## config.mk

```make
export PLATFORM = sky130hd
export DESIGN_NAME = kwqe_ram
export DESIGN_NICKNAME = d
export VERILOG_FILES = /design/src/rtl/kwqe_ram.sv
export SDC_FILE = /design/constraint.sdc
export NUM_CORES = 1
export LEC_CHECK = 0
export BUFFER_PORTS_ARGS = -buffer_cell sky130_fd_sc_hd__buf_2
export CAP_MARGIN = 20
export CORE_ASPECT_RATIO = 0.5
export CORE_MARGIN = 2
export CORE_UTILIZATION = 35
export DETAILED_ROUTE_END_ITERATION = 7
export GPL_TIMING_DRIVEN = 0
export PLACE_DENSITY = 0.57
export RECOVER_POWER = 50
export SYNTH_ARGS = -nofsm -noshare
export SYNTH_HDL_FRONTEND = slang
export SYNTH_SLANG_ARGS = --single-unit
```

## constraint.sdc

```tcl
create_clock -name aclk -period 1.7 [get_ports aclk]
set_clock_uncertainty 0.1 [all_clocks]
set_input_delay 0 -clock aclk [delete_from_list [all_inputs] [get_ports aclk]]
set_output_delay 0 -clock aclk [all_outputs]
set_load 0.005 [all_outputs]
```

## src/rtl/kwqe_ram.sv

```systemverilog
// ---------------------------------------------------------------------------
// Generic RAM
// One write port, one read port with registered read data.
// ---------------------------------------------------------------------------
module kwqe_ram #(
    parameter int WIDTH = 8,
    parameter int DEPTH = 64
) (
    input  logic                     aclk,
    input  logic                     we,
    input  logic [$clog2(DEPTH)-1:0] waddr,
    input  logic [WIDTH-1:0]         wdata,
    input  logic [$clog2(DEPTH)-1:0] raddr,
    output logic [WIDTH-1:0]         rdata
);

    logic [WIDTH-1:0] mem [DEPTH];

    // Write and registered read
    always_ff @(posedge aclk) begin
        if (we) begin
            mem[waddr] <= wdata;
        end
        rdata <= mem[raddr];
    end

endmodule

```

After elaboration in Yosys (flattened, before gate mapping)
Memories as Yosys holds them, arrays and structs flattened. A register that Yosys moved wholly into a read port is not among the register bits.
Cells that the tools add are included.
{"block": "totals", "regBits": 0, "out_inout_bits": 8, "mem_count": 1, "inputBits": 22, "word_cells": 3, "ramBits": 512}
{"name": "mem", "words": 64, "width": 8, "rd": 1, "rd_ports_with_merged_regs": 1, "wr": 1, "line": "17", "text": "logic [WIDTH-1:0] mem [DEPTH];"}
{"block": "classes", "muxes": 2}
{"op": "$mux W1", "count": 2}

Longest topological paths before layout
Gate-level depths: netlist of the first run.
{"block": "depth", "ltp_word": 2, "mapped_depth": 9, "ltp_nobuf": 5}

Worst setup path after synthesis of the first run
Ideal clock, no wire load.
{"block": "synth_timing", "path_type": "reg2reg", "startpoint": "memory mem[29][4]", "endpoint": "register rdata[4], read port of mem", "period_less_slack_ns": 1.792, "setup_slack_ns": -0.092, "stages_incl_launch_ff": 6, "path_buffers": 0, "required_ns": 1.468, "arrival_time_ns": 1.560, "setup_time_ns": 0.132, "path_cell_list": "edfxtp_1 -> mux4_2 -> mux2_2 -> o221a_2 -> nor3_1 -> o32ai_1"}
{"element": "start, declared", "line": "17"}
{"element": "end, declared", "line": "14", "text": "output logic [WIDTH-1:0] rdata"}

==> results of run 1 <==
-- tightest hold or removal path, delay by kind of cell --
kind	cells	cell delay, ps
and+or+nand+nor	2	280
buffers and inverters	1	200
-- worst paths after layout --
path / cells past startpoint / to / slack, ps
max: 5 / rdata[2]$_DFF_P_ / -380
min: 3 / mem[54][0]$_DFFE_PP_ / 20
max reg2reg: 5 / rdata[2]$_DFF_P_ / -380
min reg2reg: 4 / rdata[1]$_DFF_P_ / 840
-- layout make-up --
class | count | area [um^2] | area share [%]
clock inverter | 20 | 156 | 0.672
buffer | 51 | 347 | 1.49
sequential | 520 | 15500 | 66.8
antenna | 1 | 2.50 | 0.0108
timing repair buffer | 44 | 313 | 1.34
clock buffer | 65 | 1280 | 5.52
multi-input combinational | 369 | 4670 | 20.1
tap | 768 | 961 | 4.13
-- stage by stage --
step	instance area [um^2]	power (uW)	instances	setup slack [ps]	TNS (ps)
floorplan	20200	15300	940	-50.2	-148
global placement	21300	15900	1729	-1210	-249860
detailed placement	21300	15900	1732	-1190	-271500
CTS	23000	26000	1823	-382	-4230
global route	23300	26600	1838	-395	-13990
finish	23300	25900	1838	-381	-4180
-- logic make-up (layout without fill, tap and decap cells) --
| group | Yosys count | in the layout | share of synthesized area [%] |
|---|---|---|---|
| other cells | 0 | 1 | 0 |
| compound gates | 54 | 54 | 2.07 |
| simple gates | 153 | 153 | 3.39 |
| flops | 520 | 520 | 77.0 |
| mux | 162 | 162 | 15.9 |
| buf+inv | 51 | 180 | 1.57 |
-- synthesized netlist by cell type (all sizes together), types with 6 or more instances --
| cell type | n | share of area [%] |
|---|---|---|
| edfxtp | 512 | 76 |
| mux4 | 126 | 14 |
| nor2 | 83 | 1.5 |
| buf | 34 | 1.3 |
| mux2i | 23 | 1.1 |
| nand2 | 19 | 0.35 |
| clkbuf | 17 | 0.32 |
| nor2b | 14 | 0.43 |
| mux2 | 13 | 0.73 |
| nand3 | 13 | 0.32 |
| dfxtp | 8 | 0.79 |
| o221ai | 8 | 0.35 |
| o22ai | 8 | 0.25 |
| nand2b | 7 | 0.22 |
| nor3 | 7 | 0.17 |
| a221oi | 6 | 0.26 |
-- repair_timing --
| item | 4_1_cts | 5_1_grt |
|---|---|---|
| hold buffers | 6 | 7 |
| endpoints found under the hold margin | 38 | 214 |
| pin swaps | 1 | 4 |
| gates resized for setup | 57 | 48 |
| setup endpoints to repair | 160 | 372 |
-- layer usage --
layer  vias to the layer above  share of wire, %
li1                       4118                 -
met1                      5346                42
met2                       392                47
met3                        94               7.8
met4                         0               3.2
met5                         -                 0
-- sequential cells by signal, summed over array words and instances (netlist names) --
| name | cells |
|---|---|
| rdata | 8 |
| mem | 512 |
-- report_power, final --
part	internal (uW)	switching (uW)
registers	14200	24.3
clock network	5600	4540
logic	570	975
==> metrics.txt, run 1 <==
# TYPE chip_impl_metric gauge
chip_impl_metric{name="hpwl",unit="mm"} 31.3
chip_impl_metric{name="clk-insertion-delay-late",unit="ps"} 570
chip_impl_info{name="cts_tree",value="built"} 1
chip_impl_info{name="path_cells",value="mux4_2 -> mux4_2 -> nor2_2 -> nor3_1 -> o2bb2ai_2"} 1
chip_impl_metric{name="cts.htree.levels",unit=""} 2
chip_impl_metric{name="fillCellCount",unit=""} 4942
chip_impl_metric{name="achievable-frequency",unit="MHz"} 481
chip_impl_metric{name="total_die_area",unit="um^2"} 59700
chip_impl_metric{name="syn_area_per_cell",unit="um^2"} 21.5
chip_impl_metric{name="grt_util_met3",unit="%"} 3.76
chip_impl_info{name="critical_path.endpoint_type",value="register"} 1
chip_impl_metric{name="vias",unit=""} 9950
chip_impl_metric{name="synth_area",unit="um^2"} 20200
chip_impl_metric{name="drtAntennaViolNets",unit=""} 0
chip_impl_metric{name="final_net_count",unit=""} 1056
chip_impl_metric{name="hold_viol_final",unit=""} 0
chip_impl_info{name="crit_slowest_cell",value="mux4_2"} 1
chip_impl_metric{name="routed_wirelength",unit="mm"} 49.2
chip_impl_metric{name="leakagePower",unit="uW"} 0.00708
chip_impl_info{name="timing.hold.worst.start",value="waddr[2]"} 1
chip_impl_metric{name="slew_headroom",unit="%"} 12.2
chip_impl_metric{name="maxCapViolations",unit=""} 0
chip_impl_metric{name="syn_nets",unit=""} 962
chip_impl_metric{name="grt_overflow_total",unit=""} 0
chip_impl_metric{name="critPathArrivalTime",unit="ps"} 2410
chip_impl_metric{name="ctsLongestPathBuffers",unit=""} 3
chip_impl_metric{name="layout.core_utilization",unit="%"} 40.7
chip_impl_info{name="most-common-layout-cells",value="512 x edfxtp_1, 126 x mux4_2, 55 x nor2_2"} 1
chip_impl_metric{name="critical_path.max_stage_delay",unit="ps"} 580
chip_impl_metric{name="power_density",unit="nW/um^2"} 1110
chip_impl_metric{name="placement.io_buffers",unit=""} 21
chip_impl_metric{name="yosysWarningCount",unit=""} 0
chip_impl_metric{name="chipHeight",unit="um"} 174
chip_impl_metric{name="clock-sinks",unit=""} 520
chip_impl_metric{name="gr-usage-met1",unit="%"} 22.9
chip_impl_metric{name="initial_util",unit="%"} 35.3
chip_impl_metric{name="groute.layer.met2.usage",unit="%"} 25.7
chip_impl_metric{name="grt_pass1_vias",unit=""} 10200
chip_impl_metric{name="area_delta_synth_final",unit="%"} 15.4
chip_impl_metric{name="synthCells",unit=""} 940
chip_impl_info{name="min_path_type",value="in -> reg"} 1
chip_impl_metric{name="finalSetupViolCount",unit=""} 44
chip_impl_metric{name="core_region_area",unit="um^2"} 57200
chip_impl_metric{name="async_flop_share",unit="%"} 0
chip_impl_metric{name="grt_antenna_before_repair",unit=""} 1
chip_impl_metric{name="drt-wirelength-per-cell",unit="um"} 26.8
chip_impl_metric{name="synth_edf_count",unit=""} 512
chip_impl_metric{name="routed_via_density",unit=""} 5.41
chip_impl_metric{name="drt_drc_violations_left",unit=""} 0
chip_impl_metric{name="final_critical_path_setup_slack",unit="ps"} -381
chip_impl_info{name="worstReg2RegStart",value="mem[7][2]$_DFFE_PP_"} 1
chip_impl_metric{name="min_period",unit="ps"} 2080
chip_impl_info{name="top_usage_layer",value="met2"} 1
chip_impl_metric{name="post_cts_buffers",unit=""} 0
chip_impl_metric{name="detailedRoute.firstIterationViolations",unit=""} 1001
chip_impl_metric{name="grt_first_pass_wirelength",unit="mm"} 70.4
chip_impl_info{name="crit_family",value="multiplexers"} 1
chip_impl_info{name="worst_setup_path_startpoint",value="mem[7][2]$_DFFE_PP_"} 1
chip_impl_metric{name="postSynthRegisterBits",unit=""} 520
chip_impl_metric{name="floorplan_row_count",unit=""} 62
chip_impl_metric{name="period_share",unit="%"} 122
chip_impl_metric{name="worst-path-buf-inv",unit=""} 0
chip_impl_metric{name="tightest_slew",unit="ps"} 1320
chip_impl_metric{name="seq_area_frac_synth",unit="%"} 77.0
chip_impl_metric{name="critical_path_peak_fanout",unit=""} 1
chip_impl_info{name="critPathLaunchType",value="register"} 1
chip_impl_info{name="layout.cells.most_common",value="edfxtp_1"} 1
chip_impl_metric{name="routability_cong",unit=""} 0.855
chip_impl_info{name="cts_root_buffer",value="clkbuf_16"} 1
chip_impl_info{name="path_class",value="reg -> reg"} 1
chip_impl_metric{name="design.portCount",unit=""} 30
chip_impl_info{name="violations_in_the_final_reports",value="negative setup slack"} 1
chip_impl_info{name="run_status",value="complete, but fails checks"} 1
chip_impl_metric{name="largest_net_degree_at_the_start_of_global_routing",unit=""} 65
chip_impl_metric{name="holdWs",unit="ps"} 17.6
chip_impl_info{name="dominantRegCellSynth",value="edfxtp_1"} 1
chip_impl_metric{name="synthDistinctLibCells",unit=""} 40
chip_impl_info{name="worst_path_most_repeated_cell",value="mux4_2"} 1
chip_impl_metric{name="die_width",unit="um"} 343
chip_impl_metric{name="vdd_ir_drop_max",unit="V"} 0.000754
chip_impl_metric{name="clk_pin_slew_worst_paths",unit="ps"} 70
chip_impl_metric{name="drtPass1Iterations",unit=""} 5
chip_impl_metric{name="timing.final.max_slew_violations",unit=""} 0
chip_impl_metric{name="total_global_routing_track_utilization",unit="%"} 16.5
chip_impl_metric{name="cp_data_required_time",unit="ps"} 2030
chip_impl_metric{name="layout-drive-gt1-share",unit="%"} 32.2
chip_impl_metric{name="tritoncts.num_buffers",unit=""} 48
chip_impl_info{name="grt_setup_unrepaired",value="yes"} 1
Power figures use the tool's default switching activity.
==> run 2, diff against run 1 <==
Settings changed: PLACE_DENSITY 0.57 to unset, SKIP_LAST_GASP set to 1.
==> run 2 against run 1 <==
Net effect: first-iteration DRC count is 8.8% higher; sequential share of layout area is 0.43 points lower; sequential cell count stayed put; die area stayed put; non-clock buffer count is 1 lower; maximum frequency is 0.38% higher; cell count is 0.16% higher; the run ends with negative hold slack, negative setup slack left; clock-buffer cell count is 3 lower; via count is 0.63% lower.
==> metrics.txt, run 2 (same netlist as run 1, synthesis figures left out) <==
# TYPE chip_impl_metric gauge
chip_impl_info{name="run_status",value="complete, but fails checks"} 1
chip_impl_info{name="violations_in_the_final_reports",value="negative hold slack, negative setup slack"} 1
chip_impl_metric{name="critPathArrivalTime",unit="ps"} 2390
chip_impl_info{name="grt_setup_unrepaired",value="yes"} 1
chip_impl_metric{name="slew_headroom",unit="%"} 30.6
chip_impl_metric{name="layout.core_utilization",unit="%"} 41.0
chip_impl_metric{name="achievable-frequency",unit="MHz"} 482
chip_impl_metric{name="design.portCount",unit=""} 30
chip_impl_metric{name="finalSetupViolCount",unit=""} 75
chip_impl_metric{name="power_density",unit="nW/um^2"} 1120
chip_impl_metric{name="gr-usage-met1",unit="%"} 22.3
chip_impl_metric{name="tightest_slew",unit="ps"} 1040
chip_impl_metric{name="timing.final.max_slew_violations",unit=""} 0
chip_impl_metric{name="grt_pass1_vias",unit=""} 9989
chip_impl_info{name="layout.cells.most_common",value="edfxtp_1"} 1
chip_impl_metric{name="final_critical_path_setup_slack",unit="ps"} -373
chip_impl_metric{name="placement.io_buffers",unit=""} 21
chip_impl_metric{name="power.switching_fraction",unit="%"} 21.4
chip_impl_metric{name="routability_cong",unit=""} 0.881
chip_impl_metric{name="critical_path.max_stage_delay",unit="ps"} 570
chip_impl_metric{name="grt_overflow_total",unit=""} 0
chip_impl_metric{name="maxCapViolations",unit=""} 0
chip_impl_metric{name="tritoncts.num_buffers",unit=""} 48
chip_impl_info{name="crit_slowest_cell",value="mux4_2"} 1
chip_impl_metric{name="regToRegSetupSlack",unit="ps"} -370
chip_impl_metric{name="die_width",unit="um"} 343
chip_impl_metric{name="critical_path_peak_fanout",unit=""} 1
chip_impl_metric{name="hold_viol_final",unit=""} 3
chip_impl_metric{name="clk-insertion-delay-late",unit="ps"} 580
chip_impl_metric{name="cts.htree.levels",unit=""} 2
chip_impl_metric{name="fillCellCount",unit=""} 4944
chip_impl_info{name="crit_family",value="multiplexers"} 1
chip_impl_metric{name="antennaDiodeCount",unit=""} 0
chip_impl_metric{name="clk_pin_slew_worst_paths",unit="ps"} 70
chip_impl_info{name="worst_path_most_repeated_cell",value="mux4_2"} 1
chip_impl_info{name="path_cells",value="mux4_2 -> mux4_2 -> o21ai_4 -> o41ai_4"} 1
chip_impl_metric{name="drtPass1Iterations",unit=""} 5
chip_impl_metric{name="total_global_routing_track_utilization",unit="%"} 16.1
chip_impl_metric{name="power.switching",unit="uW"} 5630
chip_impl_metric{name="layout-drive-gt1-share",unit="%"} 32.7
chip_impl_info{name="cts_root_buffer",value="clkbuf_16"} 1
chip_impl_metric{name="floorplan_row_count",unit=""} 62
chip_impl_info{name="max_flop_register",value="mem"} 1
chip_impl_metric{name="power.sequential.fraction",unit="%"} 54.0
chip_impl_info{name="critPathLaunchType",value="register"} 1
chip_impl_metric{name="drt_drc_violations_left",unit=""} 0
chip_impl_metric{name="hpwl",unit="mm"} 31.0
chip_impl_metric{name="min_period",unit="ps"} 2070
chip_impl_metric{name="power.clock.fraction",unit="%"} 40.2
chip_impl_info{name="cts_tree",value="built"} 1
chip_impl_metric{name="routed_wirelength",unit="mm"} 48.3
chip_impl_info{name="top_usage_layer",value="met2"} 1
chip_impl_metric{name="placed_area",unit="um^2"} 21300
chip_impl_metric{name="total_internal_power",unit="uW"} 20700
chip_impl_metric{name="clock-sinks",unit=""} 520
chip_impl_metric{name="drtAntennaViolNets",unit=""} 0
chip_impl_metric{name="register_area",unit="um^2"} 15500
chip_impl_metric{name="detailedRoute.firstIterationViolations",unit=""} 1089
chip_impl_metric{name="ctsLongestPathBuffers",unit=""} 3
chip_impl_info{name="reg_top3",value="mem: 512 flops, rdata: 8 flops"} 1
chip_impl_info{name="critical_path.endpoint_type",value="register"} 1
chip_impl_metric{name="holdWs",unit="ps"} -9.05
chip_impl_metric{name="grt_util_met3",unit="%"} 3.02
chip_impl_metric{name="largest_reg_flops",unit=""} 512
chip_impl_metric{name="area_delta_synth_final",unit="%"} 16.1
chip_impl_metric{name="total_die_area",unit="um^2"} 59700
chip_impl_metric{name="core_region_area",unit="um^2"} 57200
chip_impl_metric{name="initial_util",unit="%"} 35.3
chip_impl_metric{name="grt_first_pass_wirelength",unit="mm"} 68.8
chip_impl_metric{name="vias",unit=""} 9887
chip_impl_metric{name="vdd_ir_drop_max",unit="V"} 0.000809
chip_impl_info{name="min_path_type",value="in -> reg"} 1
chip_impl_info{name="most-common-layout-cells",value="512 x edfxtp_1, 126 x mux4_2, 50 x clkbuf_16"} 1
chip_impl_metric{name="groute.layer.met2.usage",unit="%"} 26.0
chip_impl_metric{name="final_net_count",unit=""} 1055
chip_impl_metric{name="worst-path-buf-inv",unit=""} 0
chip_impl_metric{name="area_occupied_by_multi_input_gates",unit="um^2"} 4740
chip_impl_metric{name="fin_tns_setup",unit="ps"} -5050
chip_impl_metric{name="leakagePower",unit="uW"} 0.00713
chip_impl_info{name="path_class",value="reg -> reg"} 1
chip_impl_metric{name="postLayoutCellArea",unit="um^2"} 23400
chip_impl_metric{name="comb_power_share",unit="%"} 5.8
chip_impl_metric{name="largest_net_degree_at_the_start_of_global_routing",unit=""} 65
chip_impl_metric{name="period_share",unit="%"} 122
chip_impl_metric{name="chipHeight",unit="um"} 174
chip_impl_metric{name="drt-wirelength-per-cell",unit="um"} 26.2
chip_impl_metric{name="routed_via_density",unit=""} 5.37
chip_impl_metric{name="grt_antenna_before_repair",unit=""} 0
chip_impl_metric{name="cp_data_required_time",unit="ps"} 2010
run 2: cell count changes in the layout (fill, tap and decap cells not counted), moves of 4 or more:
| cell | delta |
|---|---|
| buf_4 | +5 |
| nor2_1 | +7 |
| dlygate4sd3_1 | -4 |
| nor2_2 | -17 |
| clkinv_2 | +7 |
| nor2_4 | +10 |
run 2: area by class of cell:
class	count	area share (%)
Tap cell	768	4.10
Multi-Input combinational cell	369	20.2
Buffer	51	1.47
Sequential cell	520	66.3
Clock inverter	28	0.940
Timing Repair Buffer	43	1.30
Clock buffer	62	5.62
run 2: final timing paths:
path,from,to,cells past startpoint
worst min register to register,mem[23][2]$_DFFE_PP_,rdata[2]$_DFF_P_,4
worst max-delay path,mem[35][3]$_DFFE_PP_,rdata[3]$_DFF_P_,4
worst min-delay path,waddr[0],mem[49][1]$_DFFE_PP_,3
worst max register to register,mem[35][3]$_DFFE_PP_,rdata[3]$_DFF_P_,4
run 2: what timing repair did:
| action | CTS | global route |
|---|---|---|
| setup buffers | 0 | 3 |
| gates cloned | 0 | 0 |
| pin swaps | 3 | 6 |
| hold buffers | 2 | 7 |
| hold endpoints to repair | 35 | 227 |
| endpoints found under the setup margin | 156 | 401 |
| gates resized for setup | 54 | 55 |
run 2: through the flow:
step	hold WS, ps	setup slack (ps)	power, uW	std cells
after floorplan	-1.13	-50.2	15300	940
after global placement	282	-1120	15900	1729
after detailed placement	280	-1170	15900	1732
after CTS	0.399	-379	26400	1824
after global routing	16.0	-397	27100	1841
final	-9.05	-373	26300	1841
run 2: power by group through the flow:
stage               Combinational [uW]  Clock, uW  Sequential, uW
floorplan                          770          0           14500
global placement                  1370          0           14500
detailed placement                1410          0           14500
CTS                               1480      10700           14200
global route                      1620      11200           14200
finish                            1540      10600           14200
run 2: worst register-to-register path, stage by stage, from the launching register on:
cell	delay [ps]
edfxtp_1	380
mux4_2	500
mux4_2	570
o21ai_4	230
o41ai_4	140
run 2: metal layers:
| metal | vias to the layer above | part of all wire (%) |
|---|---|---|
| li1 | 4115 | - |
| met1 | 5258 | 41 |
| met2 | 432 | 48 |
| met3 | 82 | 8.4 |
| met4 | 0 | 2.7 |
| met5 | - | 0 |
==> run 3, diff against run 2 <==
Settings changed: CORE_MARGIN 2 to unset, RECOVER_POWER 50 to unset.
==> run 3 against run 2 <==
Net effect: the run ends with negative setup slack left; setup slack worse by 57 ps; critical path depth is 3 higher; clock-buffer cell count is 1 lower; design area is 0.57% higher; first-iteration DRC count is 6.1% higher; sequential power hardly changed; clock power is 8% higher; sequential share of layout area is 0.38 points lower; total power is 3.4% higher; via count is 0.29% lower; maximum frequency is 2.7% lower; non-clock buffer count is 3 higher; critical endpoint is now rdata[5]$_DFF_P_; largest cell class unchanged.
==> metrics.txt, run 3 (same netlist as run 1, synthesis figures left out) <==
# TYPE chip_impl_metric gauge
chip_impl_metric{name="routed_via_density",unit=""} 5.39
chip_impl_info{name="cts_tree",value="built"} 1
chip_impl_metric{name="period_share",unit="%"} 125
chip_impl_metric{name="route.layer.met1.wl",unit="mm"} 20.2
chip_impl_metric{name="total_internal_power",unit="uW"} 21700
chip_impl_info{name="reg_top3",value="mem: 512 flops, rdata: 8 flops"} 1
chip_impl_metric{name="vias",unit=""} 9858
chip_impl_metric{name="drtPass1Iterations",unit=""} 5
chip_impl_metric{name="regToRegSetupSlack",unit="ps"} -360
chip_impl_metric{name="hpwl",unit="mm"} 30.9
chip_impl_metric{name="power.clock.fraction",unit="%"} 42.1
chip_impl_metric{name="tritoncts.num_buffers",unit=""} 49
chip_impl_metric{name="initial_util",unit="%"} 35.9
chip_impl_metric{name="chipHeight",unit="um"} 172
chip_impl_info{name="run_status",value="complete, but fails checks"} 1
chip_impl_metric{name="antennaDiodeCount",unit=""} 0
chip_impl_metric{name="drtAntennaViolNets",unit=""} 0
chip_impl_metric{name="power.sequential.fraction",unit="%"} 52.2
chip_impl_metric{name="clk-insertion-delay-late",unit="ps"} 560
chip_impl_info{name="max_flop_register",value="mem"} 1
chip_impl_metric{name="timing.final.max_slew_violations",unit=""} 0
chip_impl_metric{name="leakagePower",unit="uW"} 0.00725
chip_impl_metric{name="min_period",unit="ps"} 2130
chip_impl_metric{name="layout-drive-gt1-share",unit="%"} 32.8
chip_impl_info{name="cts_root_buffer",value="clkbuf_16"} 1
chip_impl_metric{name="grt_pass1_vias",unit=""} 9928
chip_impl_metric{name="postLayoutCellArea",unit="um^2"} 23600
chip_impl_metric{name="total_global_routing_track_utilization",unit="%"} 16.6
chip_impl_metric{name="design.portCount",unit=""} 30
chip_impl_metric{name="routed_wirelength",unit="mm"} 48.2
chip_impl_metric{name="cts.htree.levels",unit=""} 2
chip_impl_metric{name="comb_power_share",unit="%"} 5.7
chip_impl_metric{name="grt_overflow_total",unit=""} 0
chip_impl_metric{name="power.switching_fraction",unit="%"} 20.5
chip_impl_metric{name="placement.io_buffers",unit=""} 21
chip_impl_metric{name="core_region_area",unit="um^2"} 56300
chip_impl_metric{name="drt_drc_violations_left",unit=""} 0
chip_impl_metric{name="cp_data_required_time",unit="ps"} 1980
chip_impl_metric{name="p_total",unit="uW"} 27200
chip_impl_metric{name="maxCapViolations",unit=""} 0
chip_impl_metric{name="largest_reg_flops",unit=""} 512
chip_impl_metric{name="grt_antenna_before_repair",unit=""} 0
chip_impl_metric{name="tightest_slew",unit="ps"} 968
chip_impl_metric{name="total_die_area",unit="um^2"} 58600
chip_impl_metric{name="critical_path_peak_fanout",unit=""} 10
chip_impl_metric{name="ctsLongestPathBuffers",unit=""} 3
chip_impl_metric{name="drt-wirelength-per-cell",unit="um"} 26.4
chip_impl_metric{name="met2_length",unit="mm"} 22.8
chip_impl_info{name="path_cells",value="buf_2 -> buf_4 -> clkbuf_2 -> buf_2 -> o221ai_1 -> o21a_1 -> o41ai_1"} 1
chip_impl_metric{name="final_net_count",unit=""} 1059
chip_impl_metric{name="routed-wl-met3",unit="mm"} 3.93
chip_impl_info{name="highest_layer",value="met4"} 1
chip_impl_metric{name="power.switching",unit="uW"} 5570
chip_impl_metric{name="placed_area",unit="um^2"} 21300
chip_impl_info{name="critPathLaunchType",value="input port"} 1
chip_impl_info{name="grt_setup_unrepaired",value="yes"} 1
chip_impl_info{name="path_class",value="in -> reg"} 1
chip_impl_metric{name="routability_cong",unit=""} 0.887
chip_impl_metric{name="power_density",unit="nW/um^2"} 1160
chip_impl_info{name="crit_slowest_cell",value="o41ai_1"} 1
chip_impl_metric{name="vdd_ir_drop_max",unit="V"} 0.000663
chip_impl_metric{name="floorplan_row_count",unit=""} 61
chip_impl_metric{name="area_delta_synth_final",unit="%"} 16.8
chip_impl_info{name="layout.cells.most_common",value="edfxtp_1"} 1
chip_impl_metric{name="clk_pin_slew_worst_paths",unit="ps"} 60
chip_impl_metric{name="grt_first_pass_wirelength",unit="mm"} 69.2
chip_impl_metric{name="slew_headroom",unit="%"} 35.5
chip_impl_metric{name="final_critical_path_setup_slack",unit="ps"} -430
chip_impl_metric{name="die_width",unit="um"} 341
chip_impl_info{name="violations_in_the_final_reports",value="negative setup slack"} 1
chip_impl_metric{name="critical_path.max_stage_delay",unit="ps"} 600
chip_impl_metric{name="finalSetupViolCount",unit=""} 121
chip_impl_info{name="worst_path_most_repeated_cell",value="buf_2"} 1
chip_impl_metric{name="critPathArrivalTime",unit="ps"} 2410
chip_impl_info{name="min_path_type",value="in -> reg"} 1
chip_impl_metric{name="achievable-frequency",unit="MHz"} 469
chip_impl_metric{name="detailedRoute.firstIterationViolations",unit=""} 1155
chip_impl_metric{name="largest_net_degree_at_the_start_of_global_routing",unit=""} 65
chip_impl_metric{name="clock-sinks",unit=""} 520
chip_impl_info{name="most-common-layout-cells",value="512 x edfxtp_1, 126 x mux4_2, 49 x clkbuf_16"} 1
chip_impl_metric{name="hold_viol_final",unit=""} 0
chip_impl_info{name="critical_path.endpoint_type",value="register"} 1
==> run 3: cell count changes in the layout (fill, tap and decap cells not counted), sizes merged <==
| cell | change |
|---|---|
| dlygate4sd3 | +2 |
| inv | +1 |
| buf | +16 |
| clkbuf | -15 |
| clkinvlp | -1 |
| clkinv | -10 |
| clkdlybuf4s15 | -1 |
| bufinv | +7 |
==> run 3: power groups by stage <==
stage / sequential (uW) / combinational (uW) / clock, uW
final: 14200 / 1550 / 11500
after detailed placement: 14500 / 1410 / 0
after global placement: 14500 / 1370 / 0
after CTS: 14200 / 1480 / 11600
after floorplan: 14500 / 770 / 0
after global routing: 14200 / 1630 / 12100
==> run 3: repair_timing <==
item                                    4_1_cts  5_1_grt
buffers inserted                              0        4
pin swaps                                     1        3
endpoints found under the setup margin      192      309
endpoints found under the hold margin        35      278
hold buffers                                  4        7
resized for setup                            57       37
==> run 3: area by class of cell <==
| cell class | instances | area [um^2] |
|---|---|---|
| fillers | 4796 | 32700 |
| flip-flops and latches | 520 | 15500 |
| multi-input cells | 369 | 4640 |
| clock buffers | 61 | 1290 |
| well taps | 756 | 946 |
| repair buffers | 46 | 433 |
| clock inverters | 25 | 372 |
| plain buffers | 51 | 340 |
==> run 3: per-stage QoR <==
step           hold slack [ps]  worst slack, ps  instances  util (%)  TNS [ps]
2_1_floorplan            -1.13            -50.2        940         -      -148
3_3_place_gp               281            -1180       1717      37.8   -250060
3_5_place_dp               277            -1210       1720      37.9   -276520
4_1_cts                  0.444             -371       1810      41.2     -6920
5_1_grt                   44.3             -403       1828      41.9    -11350
6_report                  26.5             -430       1828      41.9     -8050
==> run 3: worst max-delay path, delay by kind of cell <==
| kind | cells | cell delay, ps |
|---|---|---|
| buf+inv | 4 | 1350 |
| compound gates | 3 | 1050 |
==> run 3: per-layer routing <==
metal  up-vias  GRT usage, %
met4         0          5.19
met5         -             0
met3        86          3.57
met2       430          26.4
li1       4142             -
met1      5200          22.8
==> run 3: final timing paths <==
check / start / to / depth (start not counted)
worst max register to register: mem[7][1]$_DFFE_PP_ / rdata[1]$_DFF_P_ / 5
worst max-delay path: raddr[2] / rdata[5]$_DFF_P_ / 7
worst min-delay path: waddr[0] / mem[48][0]$_DFFE_PP_ / 3
worst min register to register: mem[22][2]$_DFFE_PP_ / rdata[2]$_DFF_P_ / 4
